File: config.mk
export PLATFORM = sky130hd
export DESIGN_NAME = command_frame_receiver
export DESIGN_NICKNAME = d
export VERILOG_FILES = /design/src/rtl/cfr_pkg.sv /design/src/rtl/command_frame_receiver.sv /design/src/rtl/cfr_deframer.sv /design/src/rtl/cfr_out_fifo.sv
export SDC_FILE = /design/constraint.sdc
export NUM_CORES = 1
export LEC_CHECK = 0
export ABC_AREA = 1
export ABC_CLOCK_PERIOD_IN_PS = 4000
export BUFFER_PORTS_ARGS = -buffer_cell sky130_fd_sc_hd__buf_2
export CORE_ASPECT_RATIO = 1.2
export CORE_UTILIZATION = 50
export CTS_BUF_LIST = sky130_fd_sc_hd__clkbuf_8
export CTS_CLUSTER_DIAMETER = 120
export DETAILED_ROUTE_END_ITERATION = 8
export PLACE_DENSITY = 0.78
export SYNTH_ARGS = -nofsm -noshare
export SYNTH_HDL_FRONTEND = slang
export SYNTH_SLANG_ARGS = --single-unit
export TNS_END_PERCENT = 5
File: constraint.sdc
create_clock -name clk_i -period 4 [get_ports clk_i]
set_input_delay 0.4 -clock clk_i [delete_from_list [all_inputs] [get_ports clk_i]]
set_output_delay 0.4 -clock clk_i [all_outputs]
set_load 0.03 [all_outputs]
File: src/rtl/cfr_pkg.sv
// ----------------------------------------------------------------------------
// Command frame receiver package
// Phase and event codes, register indexes and the result beat type.
// ----------------------------------------------------------------------------
`default_nettype none

package cfr_pkg;

  localparam int unsigned CfgIdxW = 2;

  localparam logic [CfgIdxW-1:0] CfgStartByte = 2'd0;
  localparam logic [CfgIdxW-1:0] CfgMaxArgLen = 2'd1;

  localparam logic [7:0] StartByteReset = 8'd0;
  localparam logic [7:0] MaxArgLenReset = 8'd99;

  typedef enum logic [2:0] {
    PhWait  = 3'd0,
    PhCmd   = 3'd1,
    PhLen   = 3'd2,
    PhArgs  = 3'd3,
    PhCheck = 3'd4
  } phase_e;

  typedef enum logic [1:0] {
    EvArg     = 2'd0,
    EvAccept  = 2'd1,
    EvBadSum  = 2'd2,
    EvTooLong = 2'd3
  } event_e;

  typedef struct packed {
    event_e     event_res;
    logic [7:0] command;
    logic [7:0] arg_len;
    logic [7:0] byte_index;
    logic [7:0] byte_value;
    logic [7:0] computed_check;
  } res_t;

endpackage

`default_nettype wire

File: src/rtl/command_frame_receiver.sv
// Results: a beat for an accepted byte is registered into the output queue.
// Throughput: one byte per cycle; the two-entry output queue lets input run
// on while a result waits, and stalls input only when both entries are held.
// Reset: asynchronous, active low; clears the frame state, the queue and
// sets start_byte to 0 and max_arg_len to 99.
// ----------------------------------------------------------------------------
// Command frame receiver
// Deframes length-prefixed command packets with an XOR check byte.
// ----------------------------------------------------------------------------
`default_nettype none

module command_frame_receiver (
  input  logic                        clk_i,
  input  logic                        rst_ni,
  input  logic                        cfg_we_i,
  input  logic [cfr_pkg::CfgIdxW-1:0] cfg_idx_i,
  input  logic [7:0]                  cfg_data_i,
  input  logic                        rx_valid_i,
  output logic                        rx_ready_o,
  input  logic [7:0]                  rx_byte_i,
  output logic                        res_valid_o,
  input  logic                        res_ready_i,
  output logic [1:0]                  event_res_o,
  output logic [7:0]                  command_o,
  output logic [7:0]                  arg_len_o,
  output logic [7:0]                  byte_index_o,
  output logic [7:0]                  byte_value_o,
  output logic [7:0]                  computed_check_o
);
  import cfr_pkg::*;

  logic rx_fire;
  logic res_push;
  logic fifo_full;
  res_t res_new;
  res_t res_head;

  assign rx_ready_o = ~fifo_full;
  assign rx_fire    = rx_valid_i & rx_ready_o;

  cfr_deframer u_deframer (
    .clk_i       (clk_i),
    .rst_ni      (rst_ni),
    .cfg_we_i    (cfg_we_i),
    .cfg_idx_i   (cfg_idx_i),
    .cfg_data_i  (cfg_data_i),
    .rx_fire_i   (rx_fire),
    .rx_byte_i   (rx_byte_i),
    .res_valid_o (res_push),
    .res_o       (res_new)
  );

  cfr_out_fifo u_out_fifo (
    .clk_i       (clk_i),
    .rst_ni      (rst_ni),
    .push_i      (res_push),
    .push_data_i (res_new),
    .full_o      (fifo_full),
    .valid_o     (res_valid_o),
    .pop_i       (res_valid_o & res_ready_i),
    .data_o      (res_head)
  );

  assign event_res_o      = res_head.event_res;
  assign command_o        = res_head.command;
  assign arg_len_o        = res_head.arg_len;
  assign byte_index_o     = res_head.byte_index;
  assign byte_value_o     = res_head.byte_value;
  assign computed_check_o = res_head.computed_check;

endmodule

`default_nettype wire

File: src/rtl/cfr_deframer.sv
// ----------------------------------------------------------------------------
// Command frame receiver deframer
// Frame phase tracking, running XOR check and result generation per byte.
// ----------------------------------------------------------------------------
`default_nettype none

module cfr_deframer (
  input  logic                        clk_i,
  input  logic                        rst_ni,
  input  logic                        cfg_we_i,
  input  logic [cfr_pkg::CfgIdxW-1:0] cfg_idx_i,
  input  logic [7:0]                  cfg_data_i,
  input  logic                        rx_fire_i,
  input  logic [7:0]                  rx_byte_i,
  output logic                        res_valid_o,
  output cfr_pkg::res_t               res_o
);
  import cfr_pkg::*;

  phase_e     phase_q, phase_d;
  logic [7:0] start_byte_q, max_arg_len_q;
  logic [7:0] frame_command_q, frame_command_d;
  logic [7:0] frame_length_q, frame_length_d;
  logic [7:0] args_received_q, args_received_d;
  logic [7:0] running_check_q, running_check_d;
  logic [7:0] check_xor;
  logic [7:0] args_inc;
  logic       too_long;

  assign check_xor = running_check_q ^ rx_byte_i;
  assign args_inc  = args_received_q + 8'd1;
  assign too_long  = rx_byte_i > max_arg_len_q;

  always_comb begin
    phase_d = phase_q;
    if (rx_fire_i) begin
      case (phase_q)
        PhCmd: phase_d = PhLen;
        PhLen: begin
          if (too_long) begin
            phase_d = PhWait;
          end else if (rx_byte_i != 8'd0) begin
            phase_d = PhArgs;
          end else begin
            phase_d = PhCheck;
          end
        end
        PhArgs: begin
          if (args_inc == frame_length_q) begin
            phase_d = PhCheck;
          end
        end
        PhCheck: phase_d = PhWait;
        default: begin
          phase_d = (rx_byte_i == start_byte_q) ? PhCmd : PhWait;
        end
      endcase
    end
  end

  always_comb begin
    frame_command_d          = frame_command_q;
    frame_length_d           = frame_length_q;
    args_received_d          = args_received_q;
    running_check_d          = running_check_q;
    res_valid_o              = 1'b0;
    res_o.event_res          = EvArg;
    res_o.command            = frame_command_q;
    res_o.arg_len            = frame_length_q;
    res_o.byte_index         = 8'd0;
    res_o.byte_value         = rx_byte_i;
    res_o.computed_check     = check_xor;
    if (rx_fire_i) begin
      case (phase_q)
        PhCmd: begin
          frame_command_d = rx_byte_i;
          running_check_d = check_xor;
        end
        PhLen: begin
          running_check_d = check_xor;
          if (too_long) begin
            res_valid_o      = 1'b1;
            res_o.event_res  = EvTooLong;
            res_o.arg_len    = rx_byte_i;
            res_o.byte_value = 8'd0;
          end else begin
            frame_length_d  = rx_byte_i;
            args_received_d = 8'd0;
          end
        end
        PhArgs: begin
          running_check_d  = check_xor;
          args_received_d  = args_inc;
          res_valid_o      = 1'b1;
          res_o.byte_index = args_received_q;
        end
        PhCheck: begin
          res_valid_o          = 1'b1;
          res_o.event_res      = (rx_byte_i == running_check_q) ? EvAccept : EvBadSum;
          res_o.computed_check = running_check_q;
        end
        default: begin
          if (rx_byte_i == start_byte_q) begin
            running_check_d = rx_byte_i;
          end
        end
      endcase
    end
  end

  always_ff @(posedge clk_i or negedge rst_ni) begin
    if (!rst_ni) begin
      phase_q         <= PhWait;
      frame_command_q <= 8'd0;
      frame_length_q  <= 8'd0;
      args_received_q <= 8'd0;
      running_check_q <= 8'd0;
    end else begin
      phase_q         <= phase_d;
      frame_command_q <= frame_command_d;
      frame_length_q  <= frame_length_d;
      args_received_q <= args_received_d;
      running_check_q <= running_check_d;
    end
  end

  always_ff @(posedge clk_i or negedge rst_ni) begin
    if (!rst_ni) begin
      start_byte_q  <= StartByteReset;
      max_arg_len_q <= MaxArgLenReset;
    end else if (cfg_we_i) begin
      case (cfg_idx_i)
        CfgStartByte: start_byte_q  <= cfg_data_i;
        CfgMaxArgLen: max_arg_len_q <= cfg_data_i;
        default: ;
      endcase
    end
  end

endmodule

`default_nettype wire

File: src/rtl/cfr_out_fifo.sv
// ----------------------------------------------------------------------------
// Command frame receiver output buffer
// Two-entry result queue that decouples the byte input from the result output.
// ----------------------------------------------------------------------------
`default_nettype none

module cfr_out_fifo (
  input  logic          clk_i,
  input  logic          rst_ni,
  input  logic          push_i,
  input  cfr_pkg::res_t push_data_i,
  output logic          full_o,
  output logic          valid_o,
  input  logic          pop_i,
  output cfr_pkg::res_t data_o
);
  import cfr_pkg::*;

  res_t       mem_q [2];
  logic       wr_ptr_q, rd_ptr_q;
  logic [1:0] count_q, count_d;

  assign full_o  = count_q[1];
  assign valid_o = count_q != 2'd0;
  assign data_o  = mem_q[rd_ptr_q];

  always_comb begin
    count_d = count_q;
    case ({push_i, pop_i})
      2'b10:   count_d = count_q + 2'd1;
      2'b01:   count_d = count_q - 2'd1;
      default: count_d = count_q;
    endcase
  end

  always_ff @(posedge clk_i or negedge rst_ni) begin
    if (!rst_ni) begin
      wr_ptr_q <= 1'b0;
      rd_ptr_q <= 1'b0;
      count_q  <= 2'd0;
    end else begin
      count_q <= count_d;
      if (push_i) begin
        wr_ptr_q <= ~wr_ptr_q;
      end
      if (pop_i) begin
        rd_ptr_q <= ~rd_ptr_q;
      end
    end
  end

  always_ff @(posedge clk_i) begin
    if (push_i) begin
      mem_q[wr_ptr_q] <= push_data_i;
    end
  end

endmodule

`default_nettype wire

==> Word-level counts from Yosys, hierarchy flattened <==
Memory sizes are Yosys's and may differ from the RTL's.
Index checks and enable logic that the tools add are counted.
{ "totals": {"ff_bits": 55, "latch_bits": 0, "mem_bits_rw": 84, "romBits": 0, "in_bits": 23, "output_inout_bits": 44, "word_cells": 76, "mem_count": 1} }
{ "memory_table": {"columns": ["memory", "depth", "word_bits", "read_ports", "rd_clocked_by_memory_dff", "wr", "line", "text"], "rows": [
  ["u_out_fifo.mem_q", 2, 42, 1, 0, 1, "cfr_out_fifo.sv:19", "res_t mem_q [2];"]
]} }
{ "classes": {"add_sub_neg": 3, "n_mul": 0, "n_div": 0, "order_cmp": 1, "eq_ne": 12, "n_shift": 0, "n_mux": 26, "bitwise": 8, "n_reduce_logical": 15} }
{ "ops": {"columns": ["op", "count"], "rows": [
  ["2-to-1 mux 8 bit", 8],
  ["2-to-1 mux 32 bit", 1],
  ["case mux 8 bit (2 select lines)", 2],
  ["equality test 8 bit", 3],
  ["case mux 3 bit (4 select lines)", 1],
  ["2-to-1 mux 3 bit", 3],
  ["AND reduction 3 bit", 3],
  ["adder 8 x 1 -> 8 bit, second input constant", 1],
  ["> comparator 8 bit", 1],
  ["case mux 2 bit (2 select lines)", 2],
  ["AND reduction 2 bit", 4],
  ["nonzero test 2 bit", 4],
  ["nonzero test 8 bit", 1],
  ["XOR 8 bit", 1],
  ["equality test 3 x 2 -> 1 bit, second input constant", 2],
  ["2-to-1 mux 2 bit", 3],
  ["2-to-1 mux 1 bit", 5],
  ["NOT 1 bit", 5],
  ["equality test 2 x 1 -> 1 bit, second input constant", 2],
  ["equality test 3 x 1 -> 1 bit, second input constant", 1],
  ["equality test 3 bit, second input constant", 1],
  ["OR reduction 3 bit", 1],
  ["adder 2 x 1 -> 2 bit, second input constant", 1],
  ["AND 1 bit", 2],
  ["7 further kinds", 7]
]} }

==> Logic depth before layout (Yosys ltp) <==
{ "depth": {"ltp_word": 6, "mapped_depth": 14, "mapped_depth_nobuf": 14} }

==> Modules after synthesis <==
Synthesis repeated with hierarchy kept, for this count alone.
{ "hier_totals": {"hier_cells": 694, "area_unflattened_um2": 6598.8} }
{ "by_module_without_submodules": {"columns": ["module", "instances", "cells_each", "area_each_um2"], "rows": [
  ["cfr_out_fifo", 1, 242, 3323.2],
  ["cfr_deframer", 1, 447, 3254.4],
  ["command_frame_receiver", 1, 5, 21.3]
]} }

==> Worst setup path after synthesis <==
Ideal clock, no wire load.
{ "synth_timing": {"path_kind": "reg2reg", "from": "reg u_deframer.max_arg_len_q[5]", "to": "mem u_out_fifo.mem_q[1][0] in the netlist's numbering (enable)", "setup_time_ns": 0.442, "t_arrival_ns": 3.180, "required_ns": 3.558, "setup_slack_ns": 0.378, "path_stages_with_launch": 10, "path_buffers": 0, "synth_period_minus_slack_ns": 3.622, "cell_sequence": "dfstp_2 > inv_1 > ha_1 > a21oi_1 > o21a_1 > nand2_1 > nand3_4 > nand2_1 > inv_2 > nor2_1"} }
{ "synth_between": {"elab_chain_cells": 6} }
{ "synth_lines": {"columns": ["item", "line", "text"], "rows": [
  ["start: declaration", "cfr_deframer.sv:21", "logic [7:0] start_byte_q, max_arg_len_q;"],
  ["start signal: assignment", "cfr_deframer.sv:130", "max_arg_len_q <= MaxArgLenReset;"],
  ["start signal: assignment", "cfr_deframer.sv:134", "CfgMaxArgLen: max_arg_len_q <= cfg_data_i;"],
  ["> comparator 8 bit", "cfr_deframer.sv:32", "assign too_long = rx_byte_i > max_arg_len_q;"],
  ["2-to-1 mux 1 bit", "cfr_deframer.sv:81", "if (too_long) begin"],
  ["case mux 1 bit (2 select lines)", "cfr_deframer.sv:74", "case (phase_q)"],
  ["2-to-1 mux 1 bit", "cfr_deframer.sv:73", "if (rx_fire_i) begin"],
  ["2-to-1 mux 1 bit", "cfr_out_fifo.sv:53", "if (push_i) begin"],
  ["2-to-1 mux 1 bit (implied by the code)", "cfr_out_fifo.sv:54", "mem_q[wr_ptr_q] <= push_data_i;"],
  ["end: declaration", "cfr_out_fifo.sv:19", null]
]} }
No other way between the ends.

==> Final worst setup path <==
{ "layout_timing": {"from": "reg u_deframer.max_arg_len_q[6]", "to": "mem u_out_fifo.mem_q[1][3] in the netlist's numbering (enable)"} }
Same word-level chain as after synthesis.

==> flow_metrics.tcl <==
set metrics [dict create \
    status "finished, final reports clean" \
    met1_length_um 5980 \
    wl_per_cell_um 13.8 \
    critPathMaxStageDelay_ns 0.53 \
    via_per_inst 4.99 \
    setup_violations 0 \
    peakVddDrop_uv 299 \
    power_density_nw_per_um2 627 \
    cts_max_path_buffers 2 \
    cts.clk_slew.worst_paths_ns 0.08 \
    syn_avg_cell_area_sq_um 9.39 \
    hold_viol 0 \
    crit_path_max_fanout 27 \
    tightest_slew_ns 0.715 \
    coreArea_sq_um 12700 \
    worstSetupStartpointType "flop" \
    h-tree-depth 4 \
    dp.cells 909 \
    worst-path-buf-inv 3 \
    postLayoutCellArea_sq_um 7360 \
    nNetsFinal 797 \
    leakage_nw 3.31 \
    path_cells "inv_1 > ha_1 > nand2_1 > nor2_1 > nand2_1 > nand2_1 > nand3_4 > nand2_1 > inv_2 > nor2_4 > buf_12" \
    total_power_mw 4.62 \
    cpMostUsedCell "nand2_1" \
    cp.arrival_ns 3.06 \
    layout.cells.non_filler 939 \
    relSlewSlack_pct 52.4 \
    drv_cap 0 \
    ys_warn_count 0 \
    syn_inst 693 \
    rsz0062_at_grt "false" \
    drt-initial-drc-count 385 \
    wl_met3_um 629 \
    slew_viol_final 0 \
    criticalPathCategory "flop to flop" \
    die_height_um 127 \
    cts_inserted_buffers 17 \
    grt_pass1_wl_um 21100 \
    skew_ns 0.0142 \
    ctsRootBufferMaster "clkbuf_8" \
    placed_area_sq_um 7000 \
    grt_max_degree 56 \
    cts.sinks 139 \
    initial_core_util_pct 51.3 \
    num_rows 45 \
    die_w_um 106 \
    numPortBuffers 66 \
    ctsResizeCount 0 \
    cts_tree "built" \
    cp_top_family "simple AND/OR/NAND/NOR gates" \
    pin_count 67 \
    routed_wl_um 12900 \
    firstDrtPassIters 5 \
    antenna_found_initial 0 \
    antenna_cells 0 \
    dp_hpwl_um 8960 \
    area_delta_synth_final_pct 13.2 \
    ys_ff_latch 139 \
    fin_setup_tns_ns 0 \
    syn-num-nets 726 \
    place_congestion 0.875 \
    die_area_sq_um 13500 \
    grt.overflow.total 0 \
    drive_gt1_share_pct 17.5 \
    dr_wl_met2_um 6060 \
    endpoint_kind "flop" \
    top_layer "met4" \
    post-cts-setup-buffers 0 \
    hold_class "input pin to asynchronous set/reset pin" \
    grt.total_usage_pct 20.4 \
    fin_crit_sh_pct 73.1 \
    drcViolationCount 0 \
    fin_crit_ns 2.92 \
    vias 4684 \
    cp_slowest_cell "dfstp_2" \
    cts-hold-fix-buffers 0 \
    final_common_cell "nand2_1" \
    grt_pass1_vias 4281 \
    synth_area_sq_um 6500 \
    critical_path_required_ns 4.14 \
    antenna_left 0 \
    fmaxAchievable_mhz 342 \
    layout_common_cells "274 x nand2_1, 84 x edfxtp_1, 66 x inv_1, 66 x buf_2, 51 x dfrtp_1" \
    synth_cell_types 34 \
    insertion_delay_ns 0.43 \
    rrSetupSlack_ns 1.08 \
    ys_seq_area_share_pct 60.0 \
]
## logic make-up (layout without fill, tap and decap cells)
group	after synthesis	in the layout	share of synthesized area, %
buf+inv	92	174	5.73
simple gates	351	351	22.7
compound gates	80	80	6.81
xor+xnor	21	21	2.83
fa+ha+maj	10	10	1.92
flops	139	139	60.0
## area by class of cell
cell class              instances  area [sq um]
fillers                      1104          5310
flip-flops and latches        139          3900
multi-input cells             462          2240
repair buffers                 71           380
inverters                      73           274
clock buffers                  17           234
well taps                     164           205
clock inverters                13           130
## sequential cells by signal, summed over array words and instances (netlist names)
| name | cells |
|---|---|
| u_deframer.args_received_q | 8 |
| u_deframer.frame_command_q | 8 |
| u_deframer.frame_length_q | 8 |
| u_deframer.max_arg_len_q | 8 |
| u_deframer.phase_q | 3 |
| u_deframer.running_check_q | 8 |
| u_deframer.start_byte_q | 8 |
| u_out_fifo.count_q | 2 |
| u_out_fifo.mem_q | 84 |
| u_out_fifo.rd_ptr_q | 1 |
| u_out_fifo.wr_ptr_q | 1 |
## routing by layer
| layer | GRT usage [%] | vias up |
|---|---|---|
| met2 | 32.0 | 136 |
| met4 | 9.07 | 0 |
| met5 | 0 | - |
| li1 | - | 2381 |
| met3 | 3.80 | 18 |
| met1 | 27.8 | 2149 |
## path summary, 6_finish.rpt
path / to / cells past startpoint / start
setup / recovery: u_out_fifo.mem_q[1][3] / 11 / u_deframer.max_arg_len_q[6]
hold / removal: u_deframer.args_received_q[7] / 2 / rst_ni
setup reg to reg: u_out_fifo.mem_q[1][3] / 11 / u_deframer.max_arg_len_q[6]
hold reg to reg: u_out_fifo.mem_q[0][35] / 0 / u_deframer.frame_command_q[3]
max in group asynchronous: u_deframer.frame_length_q[4] / 2 / rst_ni
min in group clk_i: u_deframer.max_arg_len_q[0] / 3 / cfg_data_i[0]
## power breakdown
group	internal (mW)	switching [mW]	total, mW
Clock	0.540	0.521	1.06
Combinational	0.469	1.15	1.62
Sequential	1.78	0.156	1.94
Total	2.79	1.83	4.62
## Yosys cell counts, drive strengths merged
master,instances,share of area (%)
nand3b,1,0.12
ha,10,1.9
clkbuf,11,0.63
o21a,1,0.12
nand2,280,16
xnor2,10,1.3
o21bai,1,0.12
inv,71,4.1
o21ai,72,6.1
nand3,27,2.3
a21oi,6,0.52
nor3,11,1.2
nand4,2,0.19
and2,1,0.13
edfxtp,84,39
nor4,2,0.19
nor2,26,2.1
or2,1,0.096
dfrtp,51,20
dfstp,4,1.6
xor2,11,1.5
buf,8,0.88
clkinv,2,0.12
## worst register-to-register path: stages (launching register included)
cell and delay [ns]:
dfstp_2 0.53, inv_1 0.04, ha_1 0.26, nand2_1 0.07
nor2_1 0.18, nand2_1 0.08, nand2_1 0.12, nand3_4 0.30
nand2_1 0.22, inv_2 0.08, nor2_4 0.50, buf_12 0.26
## per-stage QoR
step / utilization (%) / worst slack, ns / hold slack, ns
floorplan: - / 0.378 / 0.104
global placement: 55.2 / 1.09 / 0.453
detailed placement: 55.2 / 1.06 / 0.460
CTS: 58.1 / 1.08 / 0.105
global route: 58.1 / 0.843 / 0.146
finish: 58.1 / 1.08 / 0.0926
Note: power is estimated with default switching activity, not from simulation.
